File: src/rtl/assert_macros.svh
// Assertion macros shared by the profiler event statistics RTL.
`ifndef ASSERT_MACROS_SVH
`define ASSERT_MACROS_SVH

// Same-cycle implication, switched off while reset is held.
`define PES_ASSERT_IMPLIES(label, clk, rstn, ante, cons) \
    label: assert property (@(posedge clk) disable iff (!(rstn)) (ante) |-> (cons)) \
        else $error("same-cycle implication failed");

// Next-cycle implication, switched off while reset is held.
`define PES_ASSERT_NEXT(label, clk, rstn, ante, cons) \
    label: assert property (@(posedge clk) disable iff (!(rstn)) (ante) |=> (cons)) \
        else $error("next-cycle implication failed");

`endif

File: src/rtl/pes_pkg.sv
// Types and constants shared by the profiler event statistics modules.
package pes_pkg;

    typedef enum logic [1:0] {
        OP_SWITCH = 2'd0,
        OP_IRQ    = 2'd1,
        OP_SLEEP  = 2'd2,
        OP_OTHER  = 2'd3
    } op_t;

    typedef enum logic [1:0] {
        STATUS_OK      = 2'd0,
        STATUS_LEN     = 2'd1,
        STATUS_KIND    = 2'd2,
        STATUS_IGNORED = 2'd3
    } status_t;

    typedef enum logic [1:0] {
        CMD_SWITCH = 2'd0,
        CMD_IRQ    = 2'd1,
        CMD_SLEEP  = 2'd2,
        CMD_REPORT = 2'd3
    } cmd_kind_t;

    // Required payload lengths per event kind.
    localparam logic [3:0] LEN_SWITCH = 4'd2;
    localparam logic [3:0] LEN_IRQ    = 4'd2;
    localparam logic [3:0] LEN_SLEEP  = 4'd3;

    // Queue between front and back; the depth must be a power of two.
    localparam int QUEUE_DEPTH = 2;

    typedef struct packed {
        cmd_kind_t   kind;
        status_t     status;
        logic [7:0]  drop;
        logic [31:0] w0;
        logic [31:0] w1;
        logic [31:0] w2;
    } cmd_t;

    typedef struct packed {
        logic clearing;
        logic updating;
    } back_stat_t;

endpackage

File: src/rtl/pes_queue.sv
// Short command queue between the front end and the back end.
module pes_queue (
    input  logic          aclk,
    input  logic          aresetn,
    input  logic          push,
    input  pes_pkg::cmd_t push_data,
    output logic          full,
    input  logic          pop,
    output logic          head_valid,
    output pes_pkg::cmd_t head_data
);
    import pes_pkg::*;

    localparam int PTR_W = (QUEUE_DEPTH > 1) ? $clog2(QUEUE_DEPTH) : 1;
    localparam int CNT_W = $clog2(QUEUE_DEPTH + 1);

    cmd_t             mem_reg [QUEUE_DEPTH];
    logic [PTR_W-1:0] wr_ptr_reg;
    logic [PTR_W-1:0] rd_ptr_reg;
    logic [CNT_W-1:0] count_reg;

    assign full       = (count_reg == CNT_W'(QUEUE_DEPTH));
    assign head_valid = (count_reg != '0);
    assign head_data  = mem_reg[rd_ptr_reg];

    always_ff @(posedge aclk) begin
        if (!aresetn) begin
            wr_ptr_reg <= '0;
            rd_ptr_reg <= '0;
            count_reg  <= '0;
        end else begin
            if (push) begin
                wr_ptr_reg <= wr_ptr_reg + 1'b1;
            end
            if (pop) begin
                rd_ptr_reg <= rd_ptr_reg + 1'b1;
            end
            if (push && !pop) begin
                count_reg <= count_reg + 1'b1;
            end else if (pop && !push) begin
                count_reg <= count_reg - 1'b1;
            end
        end
        if (push) begin
            mem_reg[wr_ptr_reg] <= push_data;
        end
    end

endmodule

File: config.mk
export PLATFORM = sky130hd
export DESIGN_NAME = pes_queue
export DESIGN_NICKNAME = d
export VERILOG_FILES = /design/src/rtl/assert_macros.svh /design/src/rtl/pes_pkg.sv /design/src/rtl/pes_queue.sv
export SDC_FILE = /design/constraint.sdc
export NUM_CORES = 1
export LEC_CHECK = 0
export BUFFER_PORTS_ARGS = -buffer_cell sky130_fd_sc_hd__buf_2
export CAP_MARGIN = 20
export CORE_UTILIZATION = 51
export CTS_CLUSTER_SIZE = 40
export DETAILED_ROUTE_END_ITERATION = 8
export PLACE_DENSITY = 0.78
export SLEW_MARGIN = 20
export SYNTH_ARGS = -nofsm -noshare
export SYNTH_HDL_FRONTEND = slang
export SYNTH_SLANG_ARGS = --single-unit
File: constraint.sdc
create_clock -name aclk -period 7.8 [get_ports aclk]
set_input_delay 1.56 -clock aclk [delete_from_list [all_inputs] [get_ports aclk]]
set_output_delay 1.56 -clock aclk [all_outputs]
set_load 0.02 [all_outputs]
Word level (Yosys, flattened, before mapping). Memory sizes are Yosys's and may differ from the RTL's. A register that Yosys moved wholly into a read port is not among the register bits. Index checks and enable logic that the tools add are counted.

Shifts and indexed selects: 0. Bitwise gates (word level): 0. Equality and inequality tests: 1. $mul: 0. Divide/modulo/power cells: 0. Add/subtract/negate cells: 4. Reductions and logical operators: 6. Magnitude comparators: 0. Mux-type cells: 6.

Operators by type and width (count): $mux W1 (4); $mux W2 (2); $reduce_bool A2 Y1 (2); $add A1 B1 Y1 const B (2); $add A2 B1 Y2 const B (1); $eq A2 B2 Y1 const B (1); $logic_and A1 B1 Y1 (2); $logic_not A1 Y1 (2); $sub A2 B1 Y2 const B (1).

Bits in latches: 0. ROM bits: 0. Output and inout bits: 110. Register bits after elaboration: 4. Bits of input ports: 112. RAM bits: 216. Memories: 1.

Memory list: mem_reg (words 2, bits a word 108, read ports 1, clocked after Yosys merged registers in 1, wr ports 1, line pes_queue.sv:17) `cmd_t mem_reg [QUEUE_DEPTH];`.

Depth between registers and ports, before layout. Gate-level depths: netlist of run 1.

Depth after elaboration: 4. Mapped depth: 5. Mapped depth without buffers: 5.

Least setup slack after synthesis of run 1. OpenSTA, ideal clock, no wires.

Path type: input to register. From: in push. To: mem mem_reg[0][0] (netlist bit) (enable). Arrival time: 6.285 ns. Buffers on the path: 0. Setup slack: 0.926 ns. Cell stages on the path: 1. Path through: nor2b_1.

Word-level cells in the longest chain between the ends: 2.

RTL lines: start: declaration (line pes_queue.sv:5) `input logic push,`; $mux W1 (line pes_queue.sv:44) `if (push) begin`; $mux W1 (not written as such) (line pes_queue.sv:45) `mem_reg[wr_ptr_reg] <= push_data;`; end: declaration (line pes_queue.sv:17).

No other way between the ends.

==> impl_metrics.toml, run 1 <==
[cells_and_area]
area_growth_pct = 24.3
final_layout_size_suffix_gt1_frac = 0.593
largest_reg_flops = 216
stdcell_area_mm2 = 0.0100
num-nets-final = 708
final_util = 0.656
antenna_cells = 0
fin_cells = 821
fill_cells = 1076

[clock_network]
cts_buffers = 22
cts_tree = "built"
clk_pin_slew_ns = 0.06
clk_path_buf_depth = 3
hold_buffers = 0
cts_max_level = 1
cts_setup_buffers = 0
cts.sinks = 221
root_buffer = "clkbuf_16"
clk_latency_ns = 0.48
cts_resized = 0

[sta]
final.setup.tns_ns = 0
period_needed_ns = 4.28
hold_viol = 0
finalSetupViolCount = 0
hold-worst-slack_ns = 0.539
fmax_mhz = 234
slew-limit-headroom = 0.356
drv_slew = 0
finalClockSkew_ns = 0.0107
grt_setup_unrepaired = "no"
period_share = 0.548
max_slew.worst_pin.slew_ns = 0.966
setup_slack_ns = 3.52

[worst_setup_path]
worst_setup_path_start_kind = "flip-flop"
worstPathMaxFanout = 66
arrival_ns = 2.72
crit_buf_inv = 2
crit_type = "flip-flop to output port"
r2r_setup_slack_ns = 5.59
max_stage_delay_ns = 0.94
cpMaxStageDelayCell = "dfxtp_4"
path_cells = "buf_4 -> mux2_2 -> buf_2"
crit_required_ns = 6.24
crit_family = "flip-flops"
critPathCaptureType = "output port"

[die]
die_y_um = 128
core_mm2 = 0.0153
rows = 45
die_area_mm2 = 0.0164
die_w_um = 128
start_util = 0.528
io_pins = 222

[synth]
async_reset_ff_frac = 0
syn_nets = 471
synth_cell_type_count = 17
ys_ff_latch = 221
synth_edf_count = 216
syn_area_mm2 = 0.00808
syn_avg_cell_area_um2 = 22.6
yosysSeqAreaShare = 0.815
synth_top_flop_cell = "edfxtp_1"
yosys_warnings = 0
syn_inst = 358

[detailed_routing]
drtAntennaViolNets = 0
dr.pass1.iters = 4
wire_per_inst_um = 17.2
via_per_inst = 4.95
vias = 4060
routed_wl_um = 14100
drc = 0
drtIter0Drc = 207

[flow_run]
drv_cap = 0

[run_status]
status = "finished, final reports clean"

[global_route]
grt_pass1_wl_um = 21400
grt-ovfl-total = 0
grt_max_degree = 67
grt_pass1_vias = 4227
antenna_found_initial = 0
grt_use_total = 0.169

[hold_path]
hp-class = "flip-flop to flip-flop"

[pwr]
power_density_mw_per_mm2 = 262
p_total_mw = 2.63
p_leak_nw = 3.81
peakVddDrop_mv = 0.197

[placed_design]
dp_hpwl_um = 9350
gp_congestion = 0.743
port_buffers = 221
dp_worst_setup_slack_ns = 3.99
placed_cell_area_mm2 = 0.00941
numPlacedInstances = 782
-- synth_stat cells, types with 2 or more instances --
cell type / n / area, um2
edfxtp_1: 216 / 6490
buf_6: 4 / 45.0
buf_2: 8 / 40.0
xor2_1: 2 / 17.5
mux2_4: 20 / 300
nor2b_1: 3 / 18.8
dfxtp_1: 5 / 100
and2_1: 4 / 25.0
mux2_2: 88 / 991
-- layout by cell type (no fill, tap or decap), drive strengths merged --
cell,netlist,routed
xnor2,1,1
or2,1,1
edfxtp,216,216
a21boi,1,1
mux2,108,108
inv,1,1
nor2b,3,3
ha,1,1
clkbuf,0,31
and2,4,4
clkinv,0,8
buf,12,225
o21ai,1,1
o21a,1,1
xor2,2,2
or3,1,1
dfxtp,5,5
-- worst paths after layout --
check	start	end	cells past startpoint
setup / recovery	flip-flop	head_data[29]	3
hold / removal	count_reg[1]$_SDFFE_PN0P_	count_reg[1]$_SDFFE_PN0P_	2
setup reg to reg	wr_ptr_reg$_SDFFE_PN0P_	mem_reg[1][11]$_DFFE_PP_	2
hold reg to reg	count_reg[1]$_SDFFE_PN0P_	count_reg[1]$_SDFFE_PN0P_	2
-- layer usage --
| layer | share of wire | GRT usage | wire (um) | vias up |
|---|---|---|---|---|
| met4 | 0.014 | 0.0422 | 202 | 0 |
| met2 | 0.49 | 0.294 | 6940 | 161 |
| met1 | 0.41 | 0.208 | 5730 | 1990 |
| met5 | 0 | 0 | 0 | - |
| li1 | - | - | - | 1890 |
| met3 | 0.089 | 0.0509 | 1250 | 19 |
-- kinds of logic (layout without fill, tap and decap cells) --
| group | after synthesis | in the layout | share of synthesized area |
|---|---|---|---|
| xor gates and xnor gates | 3 | 3 | 0.00325 |
| adders and majority gates | 1 | 1 | 0.00155 |
| DFF | 221 | 221 | 0.815 |
| AOI/OAI and AO/OA | 3 | 3 | 0.00248 |
| muxes | 108 | 108 | 0.160 |
| and+or+nand+nor | 9 | 9 | 0.00697 |
| buffers and inverters | 13 | 265 | 0.0110 |
-- tightest hold or removal path: cells and delay by family, from the launching register on --
kind	cells	cell delay [ns]
flops	1	0.33
compound gates	2	0.16
-- where the power goes --
group / internal [mW] / total [mW] / switching (mW)
Sequential: 1.37 / 1.40 / 0.0287
Combinational: 0.130 / 0.299 / 0.168
Clock: 0.538 / 0.931 / 0.394
-- area by class of cell --
type / instances / area [um2] / area share
well taps: 211 / 264 / 0.0263
clock buffers: 31 / 606 / 0.0603
flip-flops and latches: 221 / 6590 / 0.656
repair buffers: 225 / 1140 / 0.113
inverters: 1 / 3.75 / 0.000374
multi-input cells: 124 / 1420 / 0.141
clock inverters: 8 / 32.5 / 0.00324
Power figures use the tool's default switching activity.
==> run 2, diff against run 1 <==
- clock period: 7.8 -> 4.07 ns (I/O delays scaled with it)
==> run 2 against run 1 <==
  * Core utilization increased by 0.26 points
  * Largest cell class unchanged
  * Design area grew 0.40%
  * Critical path type unchanged
  * Flip-flop and latch count unchanged
  * Sequential share of layout area is 0.26 points lower
  * Highest routed layer is now met5
  * Combinational power rose by 95%
==> impl_metrics.toml, run 2 (synthesis gave the netlist of run 1 again) <==
[worst_setup_path]
r2r_cells = 2
crit_required_ns = 3.26
path_cells = "buf_4 -> mux2_2 -> buf_2"
crit_family = "flip-flops"
cpMaxStageDelayCell = "dfxtp_4"
timing.rr.end = "mem_reg[1][70]$_DFFE_PP_"
r2r_setup_slack_ns = 2.35
crit_buf_inv = 2
crit_type = "flip-flop to output port"
arrival_ns = 2.31
worst_setup_path_start_kind = "flip-flop"
cp_num_cells = 3
crit_end = "head_data[62]"
max_stage_delay_ns = 0.83
worstPathMaxFanout = 49
worstReg2RegStart = "wr_ptr_reg$_SDFFE_PN0P_"
critPathCaptureType = "output port"

[sta]
hold_viol = 0
finalClockSkew_ns = 0.00649
max_slew.worst_pin.slew_ns = 0.835
drv_slew = 0
fmax_mhz = 320
final.setup.tns_ns = 0
period_needed_ns = 3.13
finalSetupViolCount = 0
grt_setup_unrepaired = "no"
slew-limit-headroom = 0.443
period_share = 0.768

[clock_network]
clk_path_buf_depth = 3
cts_buffers = 23
cts_setup_buffers = 0
hold_buffers = 0
clk_latency_ns = 0.48
cts.sinks = 221
cts_tree = "built"
root_buffer = "clkbuf_16"
cts_max_level = 1
clk_pin_slew_ns = 0.06
cts_resized = 0

[pwr]
peakVddDrop_mv = 0.349
power_density_mw_per_mm2 = 502
p_total_mw = 5.06
p_leak_nw = 3.83

[detailed_routing]
routed_wl_um = 14600
via_per_inst = 5.02
drtAntennaViolNets = 0
dr.pass1.iters = 4
vias = 4123
drc = 0
wire_per_inst_um = 17.8
drtIter0Drc = 181

[die]
die_area_mm2 = 0.0164
core_mm2 = 0.0153
die_y_um = 128
io_pins = 222
rows = 45
die_w_um = 128
start_util = 0.528

[global_route]
grt_max_degree = 71
grt_pass1_wl_um = 22000
antenna_found_initial = 1
grt_pass1_vias = 4220
grt_use_total = 0.176
grt-ovfl-total = 0

[cells_and_area]
area_growth_pct = 24.8
final_util = 0.659
num-nets-final = 710
mostFrequentLayoutCell = "buf_2"
final_cell_mix = "buf_2, edfxtp_1, mux2_2, clkbuf_16, mux2_4"
fill_cells = 1108
largest_reg_flops = 216
antenna_cells = 0
final_layout_size_suffix_gt1_frac = 0.601

[placed_design]
port_buffers = 221
gp_congestion = 0.716
dp_hpwl_um = 9670

[flow_run]
drv_cap = 0

[run_status]
status = "finished, final reports clean"

[hold_path]
hp-class = "input port to flip-flop"
[run 2: changes by cell type in the layout (fill, tap and decap cells not counted), sizes merged]
cell / before / now
clkinv: 8 / 7
clkinvlp: 0 / 1
buf: 225 / 226
[run 2: worst min-delay path by stage]
stage                                   start                         to  slack [ns]  cells past startpoint
finish                          push_data[73]   mem_reg[0][73]$_DFFE_PP_        0.52                      1
global route                    push_data[60]   mem_reg[1][60]$_DFFE_PP_        0.50                      1
CTS                             push_data[64]   mem_reg[0][64]$_DFFE_PP_        0.50                      1
detailed placement  count_reg[1]$_SDFFE_PN0P_  count_reg[1]$_SDFFE_PN0P_        0.49                      2
global placement    count_reg[1]$_SDFFE_PN0P_  count_reg[1]$_SDFFE_PN0P_        0.48                      2
floorplan           count_reg[1]$_SDFFE_PN0P_  count_reg[1]$_SDFFE_PN0P_        0.46                      2
[run 2: where the power goes]
part	total [mW]	switching [mW]	internal [mW]
combinational	0.584	0.330	0.254
clock	1.80	0.760	1.04
sequential	2.68	0.0506	2.63
total	5.06	1.14	3.92
[run 2: layout make-up]
| class | instances | area, um2 | area share |
|---|---|---|---|
| flip-flops and latches | 221 | 6590 | 0.653 |
| clock buffers | 31 | 606 | 0.0600 |
| multi-input cells | 124 | 1420 | 0.140 |
| inverters | 1 | 3.75 | 0.000372 |
| well taps | 211 | 264 | 0.0262 |
| repair buffers | 226 | 1170 | 0.116 |
| clock inverters | 8 | 40.0 | 0.00397 |
[run 2: worst reg2reg max path: cells and delay by family, from the launching register on]
| family | cells | cell delay, ns |
|---|---|---|
| DFF | 1 | 0.38 |
| and+or+nand+nor | 1 | 0.52 |
| buffers and inverters | 1 | 0.42 |
[run 2: layer usage]
layer | GRT usage | part of all wire | up-vias
met1 | 0.213 | 0.40 | 2018
met2 | 0.307 | 0.50 | 175
met5 | 0 | 0.00061 | -
met4 | 0.0547 | 0.019 | 2
li1 | - | - | 1902
met3 | 0.0484 | 0.084 | 26
[run 2: per-stage QoR]
stage,instances,setup WS [ns],cell area [um2],hold slack (ns)
after detailed placement,783,1.42,9440,0.489
after global routing,822,0.827,10100,0.496
after global placement,783,1.48,9440,0.475
final,822,0.943,10100,0.517
after floorplan,358,0.301,8090,0.461
after CTS,822,0.904,10100,0.497
