`src/rtl/assert_macros.svh`:
```
// Assertion macros shared by the profiler event statistics RTL.
`ifndef ASSERT_MACROS_SVH
`define ASSERT_MACROS_SVH

// Same-cycle implication, switched off while reset is held.
`define PES_ASSERT_IMPLIES(label, clk, rstn, ante, cons) \
    label: assert property (@(posedge clk) disable iff (!(rstn)) (ante) |-> (cons)) \
        else $error("same-cycle implication failed");

// Next-cycle implication, switched off while reset is held.
`define PES_ASSERT_NEXT(label, clk, rstn, ante, cons) \
    label: assert property (@(posedge clk) disable iff (!(rstn)) (ante) |=> (cons)) \
        else $error("next-cycle implication failed");

`endif

```
`src/rtl/pes_pkg.sv`:
```
// Types and constants shared by the profiler event statistics modules.
package pes_pkg;

    typedef enum logic [1:0] {
        OP_SWITCH = 2'd0,
        OP_IRQ    = 2'd1,
        OP_SLEEP  = 2'd2,
        OP_OTHER  = 2'd3
    } op_t;

    typedef enum logic [1:0] {
        STATUS_OK      = 2'd0,
        STATUS_LEN     = 2'd1,
        STATUS_KIND    = 2'd2,
        STATUS_IGNORED = 2'd3
    } status_t;

    typedef enum logic [1:0] {
        CMD_SWITCH = 2'd0,
        CMD_IRQ    = 2'd1,
        CMD_SLEEP  = 2'd2,
        CMD_REPORT = 2'd3
    } cmd_kind_t;

    // Required payload lengths per event kind.
    localparam logic [3:0] LEN_SWITCH = 4'd2;
    localparam logic [3:0] LEN_IRQ    = 4'd2;
    localparam logic [3:0] LEN_SLEEP  = 4'd3;

    // Queue between front and back; the depth must be a power of two.
    localparam int QUEUE_DEPTH = 2;

    typedef struct packed {
        cmd_kind_t   kind;
        status_t     status;
        logic [7:0]  drop;
        logic [31:0] w0;
        logic [31:0] w1;
        logic [31:0] w2;
    } cmd_t;

    typedef struct packed {
        logic clearing;
        logic updating;
    } back_stat_t;

endpackage

```
`src/rtl/pes_front.sv`:
```
// Front end: accepts trace events, checks length and kind, and queues a command.
module pes_front #(
    parameter int IRQ_LINES = 255
) (
    input  logic         s_valid,
    output logic         s_ready,
    input  logic [1:0]   s_op,
    input  logic [3:0]   s_payload_words,
    input  logic [7:0]   s_dropped_events,
    input  logic [31:0]  s_first_word,
    input  logic [31:0]  s_second_word,
    input  logic [31:0]  s_third_word,
    input  logic         enable,
    input  logic         q_full,
    output logic         push,
    output pes_pkg::cmd_t push_data
);
    import pes_pkg::*;

    cmd_t cmd;

    always_comb begin
        cmd        = '0;
        cmd.drop   = s_dropped_events;
        cmd.w0     = s_first_word;
        cmd.w1     = s_second_word;
        cmd.w2     = s_third_word;
        cmd.kind   = CMD_REPORT;
        cmd.status = STATUS_OK;
        unique case (op_t'(s_op))
            OP_SWITCH: begin
                if (s_payload_words != LEN_SWITCH) begin
                    cmd.status = STATUS_LEN;
                end else begin
                    cmd.kind = CMD_SWITCH;
                end
            end
            OP_IRQ: begin
                if (s_payload_words != LEN_IRQ) begin
                    cmd.status = STATUS_LEN;
                end else if (s_second_word < 32'(IRQ_LINES)) begin
                    cmd.kind = CMD_IRQ;
                end else begin
                    cmd.status = STATUS_IGNORED;
                end
            end
            OP_SLEEP: begin
                if (s_payload_words != LEN_SLEEP) begin
                    cmd.status = STATUS_LEN;
                end else begin
                    cmd.kind = CMD_SLEEP;
                end
            end
            default: begin
                cmd.status = STATUS_KIND;
            end
        endcase
    end

    assign s_ready   = enable && !q_full;
    assign push      = s_valid && s_ready;
    assign push_data = cmd;

endmodule

```
`config.mk`:
```
export PLATFORM = sky130hd
export DESIGN_NAME = pes_front
export DESIGN_NICKNAME = d
export VERILOG_FILES = /design/src/rtl/assert_macros.svh /design/src/rtl/pes_pkg.sv /design/src/rtl/pes_front.sv
export SDC_FILE = /design/constraint.sdc
export NUM_CORES = 1
export LEC_CHECK = 0
export ABC_AREA = 1
export BUFFER_PORTS_ARGS = -buffer_cell sky130_fd_sc_hd__clkbuf_2
export CORE_AREA = 4 4 84 86
export DETAILED_ROUTE_END_ITERATION = 10
export DIE_AREA = 0 0 88 90
export PLACE_DENSITY_LB_ADDON = 0.05
export SLEW_MARGIN = 20
export SYNTH_ARGS = -nofsm -noshare
export SYNTH_HDL_FRONTEND = slang
export SYNTH_SLANG_ARGS = --single-unit
```
`constraint.sdc`:
```
create_clock -name vclk -period 0.9
set_clock_uncertainty 0.2 [all_clocks]
set_input_delay 0.045 -clock vclk [all_inputs]
set_output_delay 0.045 -clock vclk [all_outputs]
set_load 0.03 [all_outputs]
```
# == Yosys cells after proc, flatten, opt, wreduce, memory -nomap -nowiden ==
# Cells that the tools add are included.
# word_totals
reg_bits,0
elab_cells,19
# op_classes
magnitude_cmp,1
n_eq_ne,4
mux,10
n_reduce_logical,4
# op_table
cell,count
"32-bit by 8-bit < comparator with 1-bit output, second input constant",1
2-bit case mux with 3 select lines,2
2-bit 2-to-1 mux,5
"4-bit by 2-bit != test with 1-bit output, second input constant",2
1-bit 2-to-1 mux,3
"2-bit by 1-bit == test with 1-bit output, second input constant",1
"2-bit == test, second input constant",1
1-bit logical AND,2
2-bit zero test,1
1-bit zero test,1

# == Logic depth before layout (Yosys ltp) ==
# Gate-level depths: netlist of the first run.
# logic_depth
depth_word,4
mapped_depth,8
depth_no_buf,8

# == Least setup slack after synthesis of the first run ==
# OpenSTA, ideal clock, no wires.
# synth_path
path_type,input to output
from,in s_payload_words[1]
to,out push_data[105] (netlist name)
arrival_ns,0.852
required_ns,0.655
path_slack_ns,-0.197
cell_stages,6
n_path_buf,0
path_cell_list,inv_1 nor2_1 nand3_1 inv_1 nand2_1 o22ai_1
# synth_lines
element,line_no,rtl
start: declaration,pes_front.sv:8,"input logic [3:0] s_payload_words,"
end: declaration,pes_front.sv:16,output pes_pkg::cmd_t push_data

==> results.cfg, run 1 <==
[run_status]
status = finished with violations
violations = setup timing

[floorplan]
die_h_um = 90
core_region_area_um2 = 6280
die_x_um = 88
placementRows = 29
start_util_pct = 16.1
io_pins = 223
die_area_um2 = 7920

[yosys]
postSynthAreaPerCell_um2 = 6.30
syn_inst = 160
synth_fa_ha_area_share_pct = 0
synth_seq_area_share_pct = 0
synth_cell_types = 11
synth_compound_area_share_pct = 1.61
synthesis.nets = 273
synth_top_family_by_area = buffers and inverters
synth.cell_area_um2 = 1010
synth_mux_area_share_pct = 0
yosysWarnings = 0
yosys.area_share.simple_pct = 18.0
synth_xor_area_share_pct = 0

[placed_design]
port_buffers = 79
dp_hpwl_um = 2740
gp_congestion = 0.712
place_area_um2 = 836
dpl_worst_slack_ns = -0.375

[route]
drtIter0Drc = 1
ant_nets = 0
vias = 1070
wl_per_cell_um = 13.3
vias_per_cell = 3.57
dr.pass1.iters = 3
drc_errors = 0
drt-total-wl_um = 3980

[power]
leakage_nw = 1.50
peakVddDrop_v = 0.000360
powerDensity_nw_per_um2 = 657
total_power_mw = 1.25

[final_layout]
final_common_cell = dlymetal6s4s_1
antenna_cells = 0
finish.utilization_pct = 30.3
final_cell_mix = 72 x dlymetal6s4s_1, 68 x clkbuf_2, 16 x buf_4, 12 x nand2_1, 10 x nor2_1
nNetsFinal = 338
final.clkbuf_count = 0
design_area_um2 = 1900
drive_above_1_share_pct = 52.0
seq_cells = 0
seqCellArea_um2 = 0
syn2layout_area_growth_pct = 88.7

[sta]
finalCriticalPeriod_ns = 1.16
slew_headroom_pct = 76.4
finalSetupViolations = 4
hold_ws_ns = 0.149
finalHoldViolCount = 0
tightestPinTransition_ns = 0.355
fmax_mhz = 861
drv_slew = 0
finalWorstSetupSlack_ns = -0.261
period_share_pct = 129
rsz0062_at_grt = yes

[worst_setup_path]
path_common_cell = nand2_2
slowest_stage = buf_8
crit_path_max_fanout = 2
worstSetupStartpointType = input pin
crit_required_ns = 0.65
cp_slowest_stage_delay_ns = 0.13
path_class = in2out
worstSetupEndpointType = output port
crit_chain = buf_8, nor2_4, nand2_2, nor2_2, nand2_2, nor2_2, nand2_1, nand2_2, nand2_2, buf_8
cp.arrival_ns = 0.92

[global_route]
antenna_found_initial = 0
grt_pass1_wl_um = 5530
track_usage_pct = 8.11
first_global_vias = 1154
grt_max_degree = 6
grt_remaining_overflow = 0

[worst_hold_path]
hold_class = in2out

[job]
maxCapViolations = 0
metal layers:
layer	GRT usage, %	share of wire, %	wire, um	vias to the layer above
met5	0	0	0	-
met4	0	0	0	0
met3	1.19	13	513	0
met2	17.2	58	2320	112
met1	8.44	29	1150	447
li1	-	-	-	511
cell usage after synthesis:
cell type  count  share of area, %
nand4_1        1              0.62
nand2_1       19               7.1
o22ai_1        1              0.62
o21ai_0        1              0.50
nor3b_1        1              0.74
nand3_1        3               1.5
buf_4        104                77
nor2_1        20               7.4
inv_1          8               3.0
nor2_2         1              0.62
a21oi_1        1              0.50
report_power, final:
group          internal [mW]  switching, mW  leakage [nW]
Clock                      0              0             0
Combinational          0.504          0.747          1.50
Sequential                 0              0             0
Total                  0.504          0.747          1.50
layout make-up:
type,count,area (um^2)
Fill cell,672,4370
Timing Repair Buffer,167,1500
Multi-Input combinational cell,48,274
Tap cell,77,96.3
Inverter,8,30.0
critical path: cells and delay by family:
kind	cells	cell delay, ns
and+or+nand+nor	8	0.63
buffers and inverters	2	0.23
worst paths after layout:
path                     startpoint              to  slack [ns]  cells after the start
hold / removal     s_second_word[2]   push_data[34]        0.15                      2
setup / recovery  s_second_word[10]  push_data[107]       -0.26                     10
per-stage QoR:
stage / std cells / TNS [ns]
detailed placement: 226 / -1.09
floorplan: 160 / -0.192
global route: 300 / -1.19
finish: 300 / -0.831
CTS: 299 / -9.28
global placement: 226 / -1.09
cell families (layout without fill, tap and decap cells):
group | after synthesis | count (layout)
AOI/OAI and AO/OA | 3 | 3
and+or+nand+nor | 45 | 45
buffers and inverters | 112 | 175
what timing repair did:
item,in CTS,in global routing
pin swaps,6,20
setup endpoints to repair,4,76
buffers inserted,1,1
hold buffers,72,0
hold endpoints to repair,72,0
resized for setup,10,108
Power figures use the tool's default switching activity.
==> inputs of run 2 (changes only) <==
--- a/config.mk
+++ b/config.mk
@@ -5,11 +5,11 @@
 export SDC_FILE = /design/constraint.sdc
 export NUM_CORES = 1
 export LEC_CHECK = 0
-export ABC_AREA = 1
+export ABC_AREA = 0
 export BUFFER_PORTS_ARGS = -buffer_cell sky130_fd_sc_hd__clkbuf_2
-export CORE_AREA = 4 4 84 86
+export CORE_AREA = 4 4 83 85
 export DETAILED_ROUTE_END_ITERATION = 10
-export DIE_AREA = 0 0 88 90
+export DIE_AREA = 0 0 87 89
 export PLACE_DENSITY_LB_ADDON = 0.05
 export SLEW_MARGIN = 20
 export SYNTH_ARGS = -nofsm -noshare
==> results.cfg, run 2 <==
[final_layout]
drive_above_1_share_pct = 55.9
seqCellArea_um2 = 0
finish.utilization_pct = 29.9
design_area_um2 = 1860
nNetsFinal = 303
seq_cells = 0
final_common_cell = dlymetal6s4s_1
final.clkbuf_count = 0
antenna_cells = 0
final_cell_mix = 72 x dlymetal6s4s_1, 60 x clkbuf_2, 12 x buf_6, 11 x buf_4, 4 x nand4_1
syn2layout_area_growth_pct = 93.6

[floorplan]
die_area_um2 = 7740
die_x_um = 87
placementRows = 29
die_h_um = 89
io_pins = 223
start_util_pct = 15.5
core_region_area_um2 = 6200

[worst_setup_path]
path_class = in2out
worstSetupStartpointType = input pin
cp.arrival_ns = 1.09
worstSetupEndpointType = output port
crit_required_ns = 0.65
crit_path_max_fanout = 2

[route]
drt-total-wl_um = 3500
wl_per_cell_um = 13.2
ant_nets = 0
drc_errors = 0
drtIter0Drc = 2
vias = 959
vias_per_cell = 3.62
dr.pass1.iters = 4

[placed_design]
gp_congestion = 0.639
port_buffers = 79
dp_hpwl_um = 2260
place_area_um2 = 772
dpl_worst_slack_ns = -0.572

[sta]
drv_slew = 0
slew_headroom_pct = 77.4
setup_tns_ns = -1.25
finalHoldViolCount = 0
finalSetupViolations = 3
hold_ws_ns = 0.147
fmax_mhz = 748
rsz0062_at_grt = yes
tightestPinTransition_ns = 0.341
finalWorstSetupSlack_ns = -0.437
period_share_pct = 149
finalCriticalPeriod_ns = 1.34

[global_route]
antenna_found_initial = 0
grt_max_degree = 5
first_global_vias = 910
grt_remaining_overflow = 0
track_usage_pct = 5.89
grt_pass1_wl_um = 3910

[yosys]
synth.top_cell.area_share_pct = 81.4
synth_largest_area_cell = buf_4
synthesis.nets = 243
synth.area.top_cells = buf_4 81%, nor4_2 5.2%, nand4_1 2.6%, o41ai_2 1.7%, nand2_1 1.6%
synth_seq_area_share_pct = 0
synth.cell_area_um2 = 960
syn_inst = 130
yosysWarnings = 0
yosysMostFrequentCell = buf_4
postSynthAreaPerCell_um2 = 7.38
synth_cell_types = 16
synthTopCellsByCount = 104 x buf_4, 4 x nand2_1, 4 x nand4_1, 4 x nor4_2

[power]
peakVddDrop_v = 0.000281
leakage_nw = 1.43
powerDensity_nw_per_um2 = 651

[job]
maxCapViolations = 0

[run_status]
status = finished with violations
violations = setup timing

[worst_hold_path]
hold_class = in2out
==> run 2: changes by cell type after synthesis, moves of 2 or more <==
cell,delta
nor2_1,-18
nand4_1,+3
nor4_2,+4
inv_1,-7
nor4_1,+2
nand3_1,-3
nand2_1,-15
==> run 2: per-layer routing <==
layer | global-route usage, % | vias up | wire [um]
met3 | 0.645 | 0 | 433
met1 | 6.15 | 426 | 919
met4 | 0 | 0 | 0
li1 | - | 437 | -
met5 | 0 | - | 0
met2 | 13.0 | 96 | 2140
==> run 2: area by class of cell <==
class	count	area, um^2
fillers	633	4350
inverters	1	3.75
repair buffers	162	1500
multi-input cells	25	255
well taps	77	96.3
==> run 2: final timing paths <==
kind / start / endpoint / depth (start not counted)
setup / recovery: s_second_word[30] / push_data[104] / 6
hold / removal: s_second_word[6] / push_data[38] / 2
==> run 2: cell families (layout without fill, tap and decap cells) <==
kind of cell	after synthesis	count (layout)	synth area share [%]
xor gates and xnor gates	1	1	0.913
and+or+nand+nor	19	19	13.3
AOI/OAI and AO/OA	5	5	4.04
buffers and inverters	105	163	81.7
==> run 2: report_power, final <==
group | switching [mW] | internal, mW | leakage, nW
logic | 0.719 | 0.491 | 1.43
clock network | 0 | 0 | 0
registers | 0 | 0 | 0
==> run 2: timing repair <==
item,in CTS,in global routing
endpoints found under the setup margin,4,76
pin swaps,7,12
endpoints found under the hold margin,72,0
hold buffers,72,0
resized for setup,13,106
setup buffers,0,1
==> run 2: through the flow <==
stage	total power [mW]	instances
finish	1.21	265
detailed placement	0.467	192
floorplan	0.930	130
global route	1.26	265
global placement	0.471	192
CTS	1.11	264
==> run 2: worst max-delay path: stages <==
cell      delay, ns
buf_8          0.10
nor4_4         0.25
nand4_1        0.20
o21ai_2        0.24
a21oi_2        0.08
clkbuf_8       0.16
==> inputs of run 3 (changes only) <==
==> constraint.sdc (replaced) <==
create_clock -name vclk -period 1.4
set_clock_uncertainty 0.2 [all_clocks]
set_input_delay 0.07 -clock vclk [all_inputs]
set_output_delay 0.07 -clock vclk [all_outputs]
set_load 0.03 [all_outputs]
==> results.cfg, run 3 (synthesis results as in run 2) <==
[sta]
finalCriticalPeriod_ns = 1.39
fmax_mhz = 719
finalWorstSetupSlack_ns = 0.00999
hold_ws_ns = 0.199
tightestPinTransition_ns = 0.382
finalSetupViolations = 0
period_share_pct = 99.3
rsz0062_at_grt = yes
drv_slew = 0
slew_headroom_pct = 74.3
finalHoldViolCount = 0

[worst_setup_path]
critical-path-top-delay-family = simple AND/OR/NAND/NOR gates
crit_chain = clkbuf_2, nor4_2, nand4_1, nor2_1, o41ai_2, buf_4
crit_path_max_fanout = 2
worstSetupStartpointType = input pin
slowest_stage = nor4_2
path_class = in2out
crit_required_ns = 1.13
crit_buf_inv = 2
cp_slowest_stage_delay_ns = 0.28
cp.arrival_ns = 1.12
worstSetupEndpointType = output port

[final_layout]
final.clkbuf_count = 0
seqCellArea_um2 = 0
final_common_cell = clkbuf_2
final_cell_mix = 73 x clkbuf_2, 72 x dlygate4sd3_1, 4 x nand4_1, 4 x buf_4
antenna_cells = 0
seq_cells = 0
syn2layout_area_growth_pct = 56.1
nNetsFinal = 295
design_area_um2 = 1500
drive_above_1_share_pct = 50.6

[floorplan]
start_util_pct = 15.5
die_x_um = 87
die_area_um2 = 7740
core_region_area_um2 = 6200
io_pins = 223
die_h_um = 89
placementRows = 29

[placed_design]
port_buffers = 79
dp_hpwl_um = 2280
dpl_worst_slack_ns = -0.0953
gp_congestion = 0.624
place_area_um2 = 701

[power]
peakVddDrop_v = 0.000179
leakage_nw = 0.702
powerDensity_nw_per_um2 = 466

[run_status]
status = complete, no violations

[global_route]
antenna_found_initial = 0
grt_max_degree = 5
track_usage_pct = 6.39
first_global_vias = 891
grt_pass1_wl_um = 4020
grt_remaining_overflow = 0

[route]
drtIter0Drc = 5
drc_errors = 0
dr.pass1.iters = 4
drt-total-wl_um = 3400
ant_nets = 0
wl_per_cell_um = 13.2
vias = 926
vias_per_cell = 3.60

[job]
maxCapViolations = 0

[worst_hold_path]
hold_class = in2out
-- run 3: metal layers --
| layer | vias up | GRT usage (%) | wire [um] |
|---|---|---|---|
| met5 | - | 0 | 0 |
| met4 | 0 | 0 | 0 |
| met3 | 0 | 0.184 | 355 |
| met2 | 103 | 15.0 | 2200 |
| met1 | 400 | 6.21 | 848 |
| li1 | 423 | - | - |
-- run 3: final cells by class --
class                           instances  area, um^2
Timing Repair Buffer                  154        1180
Tap cell                               77        96.3
Fill cell                             673        4710
Multi-Input combinational cell         25         218
Inverter                                1        3.75
-- run 3: repair_timing --
item | 4_1_cts | 5_1_grt
endpoints found under the setup margin | 3 | 3
pin swaps | 4 | 5
resized for setup | 8 | 17
hold endpoints to repair | 72 | 0
buffers inserted | 0 | 0
hold buffers | 72 | 0
-- run 3: metrics by stage --
stage / setup TNS (ns) / cells / power [mW] / utilization [%]
3_5_place_dp: -0.235 / 186 / 0.280 / 11.3
2_1_floorplan: 0 / 130 / 0.592 / -
4_1_cts: -0.0416 / 257 / 0.692 / 23.5
6_report: 0 / 257 / 0.697 / 24.1
3_3_place_gp: -0.215 / 186 / 0.284 / 11.3
5_1_grt: -0.235 / 257 / 0.730 / 24.1
-- run 3: worst paths after layout --
kind,start,endpoint,cells after the start
worst min-delay path,s_second_word[6],push_data[38],2
worst max-delay path,s_second_word[16],push_data[105],6
-- run 3: where the power goes --
group	switching [mW]	leakage [nW]	internal, mW
sequential	0	0	0
combinational	0.452	0.702	0.245
clock	0	0	0
